$ cat config.mk
export PLATFORM = sky130hd
export DESIGN_NAME = array_list_insert_delete_core
export DESIGN_NICKNAME = d
export VERILOG_FILES = /design/src/alid_pkg.sv /design/src/array_list_insert_delete_core.sv /design/src/alid_store.sv
export SDC_FILE = /design/constraint.sdc
export NUM_CORES = 1
export LEC_CHECK = 0
export BUFFER_PORTS_ARGS = -buffer_cell sky130_fd_sc_hd__buf_4
export CAP_MARGIN = 20
export CORE_UTILIZATION = 25
export CTS_CLUSTER_SIZE = 40
export DETAILED_ROUTE_END_ITERATION = 8
export PLACE_DENSITY = 0.5
export SLEW_MARGIN = 15
export SYNTH_ARGS = -nofsm -noshare
export SYNTH_HDL_FRONTEND = slang
export SYNTH_SLANG_ARGS = --single-unit
$ cat constraint.sdc
create_clock -name i_clk -period 8.71 [get_ports i_clk]
set_clock_uncertainty 0.2 [all_clocks]
set_input_delay 0.871 -clock i_clk [delete_from_list [all_inputs] [get_ports i_clk]]
set_output_delay 0.871 -clock i_clk [all_outputs]
set_load 0.03 [all_outputs]
$ cat src/alid_pkg.sv
// shared constants and types for the array list insert/delete core
package alid_pkg;

    localparam int DEPTH = 16;
    localparam int CNT_W = $clog2(DEPTH + 1);
    localparam int IDX_W = $clog2(DEPTH);
    localparam int VAL_W = 32;

    typedef logic [CNT_W-1:0] t_cnt;
    typedef logic [IDX_W-1:0] t_idx;
    typedef logic [VAL_W-1:0] t_val;

    // operation codes
    localparam logic [1:0] OP_DELETE = 2'd0;
    localparam logic [1:0] OP_FRONT  = 2'd1;
    localparam logic [1:0] OP_APPEND = 2'd2;
    localparam logic [1:0] OP_AT_POS = 2'd3;

    // status codes
    localparam logic [1:0] ST_OK        = 2'd0;
    localparam logic [1:0] ST_NOT_FOUND = 2'd1;
    localparam logic [1:0] ST_FULL      = 2'd2;
    localparam logic [1:0] ST_BAD_POS   = 2'd3;

    // one memory access request from the sequencer
    typedef struct packed {
        logic we;
        t_idx waddr;
        t_val wdata;
        t_idx raddr;
    } t_mem_req;

endpackage

$ cat src/array_list_insert_delete_core.sv
// array list core: ordered list with insert, append, delete and full readout
// an insert moves later entries up one place, a delete searches for the value and on a hit closes the gap,
// rejects go straight to readout; then one result per entry (one for an empty list), each in the
// cycle after its read; one item per run, the next accepted only once busy drops; the longest run
// is a delete on a full list, set by the single read port that search, moves and readout share
// results cannot be stalled; busy drops in the cycle that shows the last result
// reset (i_rst_n low, synchronous) empties the list and returns the sequencer to idle
module array_list_insert_delete_core (
    input  logic                    i_clk,
    input  logic                    i_rst_n,
    input  logic                    start,
    output logic                    busy,
    input  logic [1:0]              i_op,
    input  logic signed [31:0]      i_value,
    input  logic [4:0]              i_position,
    output logic                    o_strobe,
    output logic signed [31:0]      o_element,
    output logic [3:0]              o_element_index,
    output logic [1:0]              o_status,
    output logic                    o_is_empty,
    output logic                    o_last
);
    import alid_pkg::*;

    localparam logic [2:0] S_IDLE = 3'd0;
    localparam logic [2:0] S_INS  = 3'd1;
    localparam logic [2:0] S_SRCH = 3'd2;
    localparam logic [2:0] S_DEL  = 3'd3;
    localparam logic [2:0] S_OUT  = 3'd4;

    logic [2:0] r_state, n_state;
    t_cnt       r_cnt, n_cnt;
    t_idx       r_idx, n_idx;
    t_idx       r_tgt, n_tgt;
    t_val       r_val, n_val;
    logic       r_ph, n_ph;
    logic [1:0] r_status, n_status;
    logic       r_pend, n_pend;
    logic       r_plast, n_plast;
    logic       r_pempty, n_pempty;
    t_idx       r_pidx, n_pidx;

    t_mem_req   w_req;
    t_val       w_rdata;
    logic       w_idx_last;

    alid_store u_store (
        .i_clk  (i_clk),
        .i_req  (w_req),
        .o_rdata(w_rdata)
    );

    // r_idx is the final valid entry
    assign w_idx_last = ((CNT_W'(r_idx) + CNT_W'(1)) == r_cnt);

    // sequencer
    always_comb begin
        n_state  = r_state;
        n_cnt    = r_cnt;
        n_idx    = r_idx;
        n_tgt    = r_tgt;
        n_val    = r_val;
        n_ph     = r_ph;
        n_status = r_status;
        n_pend   = 1'b0;
        n_plast  = r_plast;
        n_pempty = r_pempty;
        n_pidx   = r_pidx;
        w_req    = '{we: 1'b0, waddr: r_idx, wdata: w_rdata, raddr: r_idx};

        case (r_state)
            S_IDLE: begin
                if (start) begin
                    n_val    = i_value;
                    n_ph     = 1'b0;
                    n_status = ST_OK;
                    if (i_op == OP_DELETE) begin
                        n_idx = '0;
                        if (r_cnt == '0) begin
                            n_status = ST_NOT_FOUND;
                            n_state  = S_OUT;
                        end else begin
                            n_state = S_SRCH;
                        end
                    end else if (r_cnt == CNT_W'(DEPTH)) begin
                        n_status = ST_FULL;
                        n_idx    = '0;
                        n_state  = S_OUT;
                    end else if (i_op == OP_AT_POS && CNT_W'(i_position) > r_cnt) begin
                        n_status = ST_BAD_POS;
                        n_idx    = '0;
                        n_state  = S_OUT;
                    end else begin
                        n_idx   = r_cnt[IDX_W-1:0];
                        n_state = S_INS;
                        case (i_op)
                            OP_FRONT:  n_tgt = '0;
                            OP_APPEND: n_tgt = r_cnt[IDX_W-1:0];
                            default:   n_tgt = i_position[IDX_W-1:0];
                        endcase
                    end
                end
            end

            // move entries up one place, then drop the new value in
            S_INS: begin
                if (r_idx == r_tgt) begin
                    w_req.we    = 1'b1;
                    w_req.waddr = r_tgt;
                    w_req.wdata = r_val;
                    n_cnt       = r_cnt + CNT_W'(1);
                    n_idx       = '0;
                    n_state     = S_OUT;
                end else if (!r_ph) begin
                    w_req.raddr = r_idx - IDX_W'(1);
                    n_ph        = 1'b1;
                end else begin
                    w_req.we    = 1'b1;
                    w_req.waddr = r_idx;
                    w_req.wdata = w_rdata;
                    n_idx       = r_idx - IDX_W'(1);
                    n_ph        = 1'b0;
                end
            end

            // look for the first match, one entry per read
            S_SRCH: begin
                if (!r_ph) begin
                    w_req.raddr = r_idx;
                    n_ph        = 1'b1;
                end else begin
                    n_ph = 1'b0;
                    if (w_rdata == r_val) begin
                        n_state = S_DEL;
                    end else if (w_idx_last) begin
                        n_status = ST_NOT_FOUND;
                        n_idx    = '0;
                        n_state  = S_OUT;
                    end else begin
                        n_idx = r_idx + IDX_W'(1);
                    end
                end
            end

            // close the gap by moving later entries down
            S_DEL: begin
                if (w_idx_last) begin
                    n_cnt   = r_cnt - CNT_W'(1);
                    n_idx   = '0;
                    n_state = S_OUT;
                end else if (!r_ph) begin
                    w_req.raddr = r_idx + IDX_W'(1);
                    n_ph        = 1'b1;
                end else begin
                    w_req.we    = 1'b1;
                    w_req.waddr = r_idx;
                    w_req.wdata = w_rdata;
                    n_idx       = r_idx + IDX_W'(1);
                    n_ph        = 1'b0;
                end
            end

            // stream the list, read data lands in the next cycle
            S_OUT: begin
                w_req.raddr = r_idx;
                n_pend      = 1'b1;
                n_pidx      = r_idx;
                if (r_cnt == '0) begin
                    n_pempty = 1'b1;
                    n_plast  = 1'b1;
                    n_state  = S_IDLE;
                end else begin
                    n_pempty = 1'b0;
                    n_plast  = w_idx_last;
                    n_idx    = r_idx + IDX_W'(1);
                    if (w_idx_last) begin
                        n_state = S_IDLE;
                    end
                end
            end

            default: begin
                n_state = S_IDLE;
            end
        endcase
    end

    // control state
    always_ff @(posedge i_clk) begin
        if (!i_rst_n) begin
            r_state <= S_IDLE;
            r_cnt   <= '0;
            r_pend  <= 1'b0;
            r_ph    <= 1'b0;
        end else begin
            r_state <= n_state;
            r_cnt   <= n_cnt;
            r_pend  <= n_pend;
            r_ph    <= n_ph;
        end
    end

    // working and result payload
    always_ff @(posedge i_clk) begin
        r_idx    <= n_idx;
        r_tgt    <= n_tgt;
        r_val    <= n_val;
        r_status <= n_status;
        r_plast  <= n_plast;
        r_pempty <= n_pempty;
        r_pidx   <= n_pidx;
    end

    // result ports
    assign busy            = (r_state != S_IDLE);
    assign o_strobe        = r_pend;
    assign o_element       = r_pempty ? '0 : w_rdata;
    assign o_element_index = r_pempty ? 4'd0 : r_pidx[3:0];
    assign o_status        = r_status;
    assign o_is_empty      = r_pempty;
    assign o_last          = r_plast;

endmodule

$ cat src/alid_store.sv
// list storage: one write port, one read port with registered read data
module alid_store (
    input  logic              i_clk,
    input  alid_pkg::t_mem_req i_req,
    output alid_pkg::t_val    o_rdata
);
    import alid_pkg::*;

    t_val r_mem [DEPTH];
    t_val r_rdata;

    // write and synchronous read
    always_ff @(posedge i_clk) begin
        if (i_req.we) begin
            r_mem[i_req.waddr] <= i_req.wdata;
        end
        r_rdata <= r_mem[i_req.raddr];
    end

    assign o_rdata = r_rdata;

endmodule

Word level (Yosys, flattened, before mapping)

Memory sizes are Yosys's and may differ from the RTL's. A register that Yosys moved wholly into a read port is not among the register bits.
Cells that the tools add are included.

Muxes and demuxes: 57
Bitwise gates (word level): 3
Divide/modulo/power cells: 0
$mul: 0
Eq/ne operators: 23
Reduce and logical (&&, ||, !) cells: 16
$add $sub $neg: 5
Shift operators: 0
Order comparisons: 1

Operators by type and width:

| operator              | count |
|---|---|
| $mux W37              | 2 |
| $pmux W37 S2          | 1 |
| $mux W4               | 16 |
| $mux W41              | 1 |
| $mux W3               | 11 |
| $eq A32 B32 Y1        | 1 |
| $mux W32              | 1 |
| $pmux W4 S5           | 1 |
| $ne A2 B2 Y1 const B  | 9 |
| $pmux W4 S2           | 2 |
| $pmux W3 S5           | 1 |
| $mux W2               | 7 |
| $mux W5               | 2 |
| $pmux W5 S2           | 1 |
| $reduce_and A5 Y1     | 2 |
| $mux W1               | 9 |
| $ne A3 B3 Y1 const B  | 3 |
| $reduce_and A4 Y1     | 2 |
| $reduce_and A7 Y1     | 1 |
| $eq A3 B2 Y1 const B  | 2 |
| $add A4 B1 Y5 const B | 1 |
| $add A5 B1 Y5 const B | 1 |
| $eq A5 B5 Y1          | 1 |
| $eq A5 B5 Y1 const B  | 1 |
| other kinds (22)      | 26 |

Register bits: 58
Bits in latches: 0
Output and inout port bits: 42
Memories kept: 1
Bits of input ports: 42
RAM bits: 512
ROM bits: 0

Memory list:

| memory        | words | width | read ports | clocked after Yosys merged registers in | write ports | RTL line        | source |
|---|---|---|---|---|---|---|---|
| u_store.r_mem | 16    | 32    | 1          | 1                                       | 1           | alid_store.sv:9 | `t_val r_mem [DEPTH];` |

Depth between registers and ports, before layout

Depth in word-level cells: 7
Gate-level depth with buffers: 15

Hierarchy

From an unflattened synthesis, not the netlist that was laid out.

Cells, all modules: 1214
Area, all modules: 23762.8 µm²

Modules (own cells, without submodules):

| module                        | times used | cells an instance | seq. area each (µm²) | area an instance (µm²) |
|---|---|---|---|---|
| alid_store                    | 1          | 838               | 16015.4              | 19835.3 |
| array_list_insert_delete_core | 1          | 376               | 1641.6               | 3927.5 |

Worst setup path after synthesis

OpenSTA, ideal clock, no wires.

Path type: reg2reg
Start point: register r_idx[0]
End point: memory u_store.r_mem[0][0] (netlist bit), enable pin
Required time: 8.049 ns
Setup slack: 4.060 ns
Cell stages (with the launch flop): 11
Setup time: 0.461 ns
Data arrival time: 3.989 ns
Cell sequence: edfxtp_1 -> buf_2 -> inv_1 -> ha_1 -> xnor2_1 -> nand3_2 -> or4_4 -> a21oi_1 -> nor3_1 -> nand2_1 -> nor3_1

Longest elaborated chain between the ends: 6
Elaborated cells between the ends (all ways): 9
Those cells by class: add/sub (1); eq/ne (2); mux (6)

Ends and longest elaborated chain:

| item                          | RTL line                             | source |
|---|---|---|
| from (decl)                   | array_list_insert_delete_core.sv:33  | `t_idx r_idx, n_idx;` |
| from (signal assigned)        | array_list_insert_delete_core.sv:205 | `r_idx <= n_idx;` |
| $add A4 B1 Y5                 | array_list_insert_delete_core.sv:54  | `assign w_idx_last = ((CNT_W'(r_idx) + CNT_W'(1)) == r_cnt);` |
| $eq A5 B5 Y1                  | array_list_insert_delete_core.sv:54  |  |
| $mux W41                      | array_list_insert_delete_core.sv:147 | `if (w_idx_last) begin` |
| $pmux W37 S2 (*)              | array_list_insert_delete_core.sv:71  | `case (r_state)` |
| $mux W1                       | alid_store.sv:14                     | `if (i_req.we) begin` |
| $mux W1 (not written as such) | alid_store.sv:15                     | `r_mem[i_req.waddr] <= i_req.wdata;` |
| to (decl)                     | alid_store.sv:9                      |  |

Mark *: on every way between the ends. The rest lies on a longest branch, timed or not.

Final worst setup path

Start point: register r_idx[2]
End point: register u_store.r_rdata[11] (netlist: u_store.o_rdata[11]), read port of u_store.r_mem

Longest elaborated chain between the ends: 4
Elaborated cells between the ends (all ways): 10
Those cells by class: add/sub (3); eq/ne (2); mux (5)

Ends and longest elaborated chain:

| item                                  | RTL line                                                                   | source |
|---|---|---|
| $add A4 B1 Y5 (tied with other cells) | array_list_insert_delete_core.sv:54                                        |  |
| $eq A5 B5 Y1 (tied with other cells)  | array_list_insert_delete_core.sv:54                                        |  |
| $mux W41 or $mux W4 (tied branches)   | array_list_insert_delete_core.sv:147, array_list_insert_delete_core.sv:107 |  |
| $pmux W4 S2 (*)                       | array_list_insert_delete_core.sv:71                                        |  |
| to (decl)                             | alid_store.sv:10                                                           | `t_val r_rdata;` |

Marked as above.
A chain may end at the register's enable or synchronous reset.

==> impl_metrics.json <==
{
  "yosysUniqueCellTypes": 58,
  "drc": 0,
  "portBuffers": 83,
  "hold_depth": 1,
  "gp_congestion": 0.8041,
  "synth-seq-area-share": 0.7271,
  "final_cells": 2884,
  "cap_violations": 0,
  "max_freq_mhz": 181.4,
  "syn_inst": 1481,
  "r2r_slack_ns": 3.20,
  "crit_arrival_ns": 5.84,
  "synth_ff_type": "edfxtp_1",
  "rsz0062_at_grt": "false",
  "finalCriticalPeriod_ns": 5.513,
  "grt_pass1_wl_um": 98280,
  "ys.warnings.count": 0,
  "gr-total-overflow": 0,
  "rows": 113,
  "cts_resized": 0,
  "ant_nets": 0,
  "utilization": 0.2990,
  "coreArea_sq_mm": 0.09558,
  "required_ns": 9.04,
  "root_buffer": "clkbuf_16",
  "h-tree-depth": 2,
  "antenna_found_initial": 5,
  "areaGrowthSynthToFinish_pct": 17.69,
  "leakage_uw": 0.009290,
  "slew_headroom": 0.2542,
  "drive_gt1_frac": 0.2120,
  "power_density_mw_per_mm2": 311.9,
  "die-area_sq_mm": 0.09839,
  "yosys.area.top_type_share": 0.6925,
  "cts_setup_buffers": 0,
  "tns_ns": 0,
  "worstSkewPairLatency_ns": 0.65,
  "worst_slew_pin_slew_ns": 1.113,
  "nets": 1624,
  "hpwl_um": 38890,
  "vias_per_cell": 4.812,
  "setup_viol": 0,
  "cp-end-kind": "flop",
  "hold_viol_final": 0,
  "status": "finished clean",
  "dr_total_vias": 13878,
  "final.period_utilization": 0.6329,
  "routedWlPerCell_um": 23.57,
  "die_y_um": 313.7,
  "grt_max_degree": 73,
  "r2r_end": "u_store.o_rdata[11]",
  "r2r-start": "r_idx[2]",
  "crit_fanout": 63,
  "cp-start-kind": "flop",
  "avgSynthCellArea_sq_um": 16.40,
  "grtUsageTotal": 0.1369,
  "synth-seq-cells": 602,
  "cts.sinks": 602,
  "synth_area_leaders": "edfxtp_1 (69%), mux4_2 (5.9%), dfxtp_1 (3.5%)",
  "hp-class": "input port to flop",
  "cts_buffer_depth": 3,
  "drt_pass1_iterations": 5,
  "die_w_um": 313.7,
  "routed_wl_um": 67970,
  "min_to": "r_val[11]",
  "clk_pin_slew_ns": 0.06,
  "synth.net_count": 1537,
  "cts_buffers": 59,
  "synth-edff-count": 560,
  "crit_type": "flop to flop",
  "min_from": "i_value[11]",
  "drt_iter0_drc": 1373,
  "tritoncts": "yes",
  "start_util": 0.2541,
  "worstRegToRegCells": 10,
  "synth_async_sr_flop_share": 0,
  "hold_buffers": 0,
  "ios": 84,
  "peakVddDrop_mv": 0.1849,
  "grt_pass1_vias": 13837,
  "place_inst": 2772,
  "syn_area_sq_mm": 0.02428,
  "synth_largest_area_cell": "edfxtp_1",
  "maxSlewViolCount": 0
}
power by group:
part | total (uW) | internal (uW) | switching, uW | leakage (uW)
registers | 3870 | 3680 | 190 | 0.00543
logic | 2350 | 792 | 1560 | 0.00286
clock network | 2700 | 1560 | 1140 | 0.00100
worst max-delay path by stage:
| stage | slack (ns) | startpoint | endpoint | cells past startpoint |
|---|---|---|---|---|
| after floorplan | 4.06 | r_idx[0] | u_store.r_mem[0][0] | 10 |
| after global placement | 3.38 | r_idx[2] | u_store.o_rdata[29] | 10 |
| after detailed placement | 3.21 | r_idx[2] | u_store.o_rdata[3] | 10 |
| after CTS | 3.21 | r_idx[2] | u_store.o_rdata[3] | 10 |
| after global routing | 2.76 | r_idx[2] | u_store.o_rdata[6] | 10 |
| final | 3.20 | r_idx[2] | u_store.o_rdata[11] | 10 |
registers in the layout (all words and copies together), names as in the netlist, 2 cells and up:
| name | cells |
|---|---|
| u_store.r_mem | 512 |
| o_status | 2 |
| r_val | 32 |
| r_idx | 4 |
| u_store.o_rdata | 32 |
| r_tgt | 4 |
| r_pidx | 4 |
| r_cnt | 5 |
| r_state | 3 |
per-layer routing:
metal	part of all wire	up-vias	global-route usage
li1	-	6038	-
met1	0.47	7250	0.2047
met2	0.43	489	0.2024
met3	0.071	97	0.02566
met4	0.021	4	0.03503
met5	0.00031	-	0
cell usage in the layout (no fill, tap or decap), types with 32 or more instances in the layout:
| master | Yosys | routed |
|---|---|---|
| nand2_1 | 150 | 148 |
| a211oi_1 | 64 | 64 |
| buf_4 | 3 | 117 |
| a311o_1 | 64 | 64 |
| dfxtp_1 | 42 | 42 |
| xor2_1 | 36 | 36 |
| a22oi_1 | 33 | 33 |
| edfxtp_1 | 560 | 560 |
| mux4_2 | 64 | 64 |
| nor2b_1 | 39 | 38 |
| clkbuf_16 | 0 | 59 |
| a21boi_0 | 34 | 34 |
| mux2_2 | 32 | 32 |
| and3_1 | 36 | 36 |
| nand3_1 | 47 | 46 |
logic make-up after synthesis:
group | Yosys count | share of synthesized area
AND/OR/NAND/NOR | 352 | 0.06987
XOR/XNOR | 49 | 0.01824
adder cells (fa/ha/maj) | 14 | 0.007522
multiplexers | 98 | 0.07502
AO/OA/AOI/OAI | 251 | 0.08228
buffers and inverters | 115 | 0.01999
flip-flops | 602 | 0.7271
synthesized netlist by cell type (5+ instances only):
master,number
o21ai_0,12
a22oi_1,33
ha_1,13
inv_1,23
buf_2,16
mux4_2,64
nor3_1,12
edfxtp_1,560
and2_1,10
a311o_1,64
nor4_1,11
clkbuf_1,67
a21oi_1,13
xnor2_1,12
nand3_1,47
a21boi_0,34
dfxtp_1,42
o21a_1,5
xor2_1,36
and3_1,36
mux2_2,32
nor2_1,30
a211oi_1,64
nand2_1,150
nor2b_1,39
area by class of cell:
type,count,area (sq um)
inverters,23,86.33
diodes,1,2.502
clock buffers,76,1620
repair buffers,118,898.4
well taps,1265,1583
flip-flops and latches,602,17660
multi-input cells,764,6297
clock inverters,35,435.4
fillers,9509,67000
worst max-delay path, stage by stage, from the launching register on:
cell and delay (ns):
edfxtp_1 0.88, nand3_1 0.20, xnor2_1 0.48, o311a_1 0.31, or3_1 0.79, buf_4 0.43, and2_4 0.52, buf_4 0.75
mux4_2 0.42, a22oi_1 0.23, nand3_1 0.11
per-stage QoR:
stage | power [uW] | cell area, sq um | hold WS (ns) | worst slack [ns]
global placement | 6250 | 26520 | 0.4329 | 3.376
CTS | 8982 | 28580 | 0.1578 | 3.208
global route | 9281 | 28580 | 0.1619 | 2.758
detailed placement | 6291 | 26520 | 0.4271 | 3.211
floorplan | 5405 | 24280 | 0.2206 | 4.060
finish | 8914 | 28580 | 0.1963 | 3.197
(Power assumes the default switching activity.)
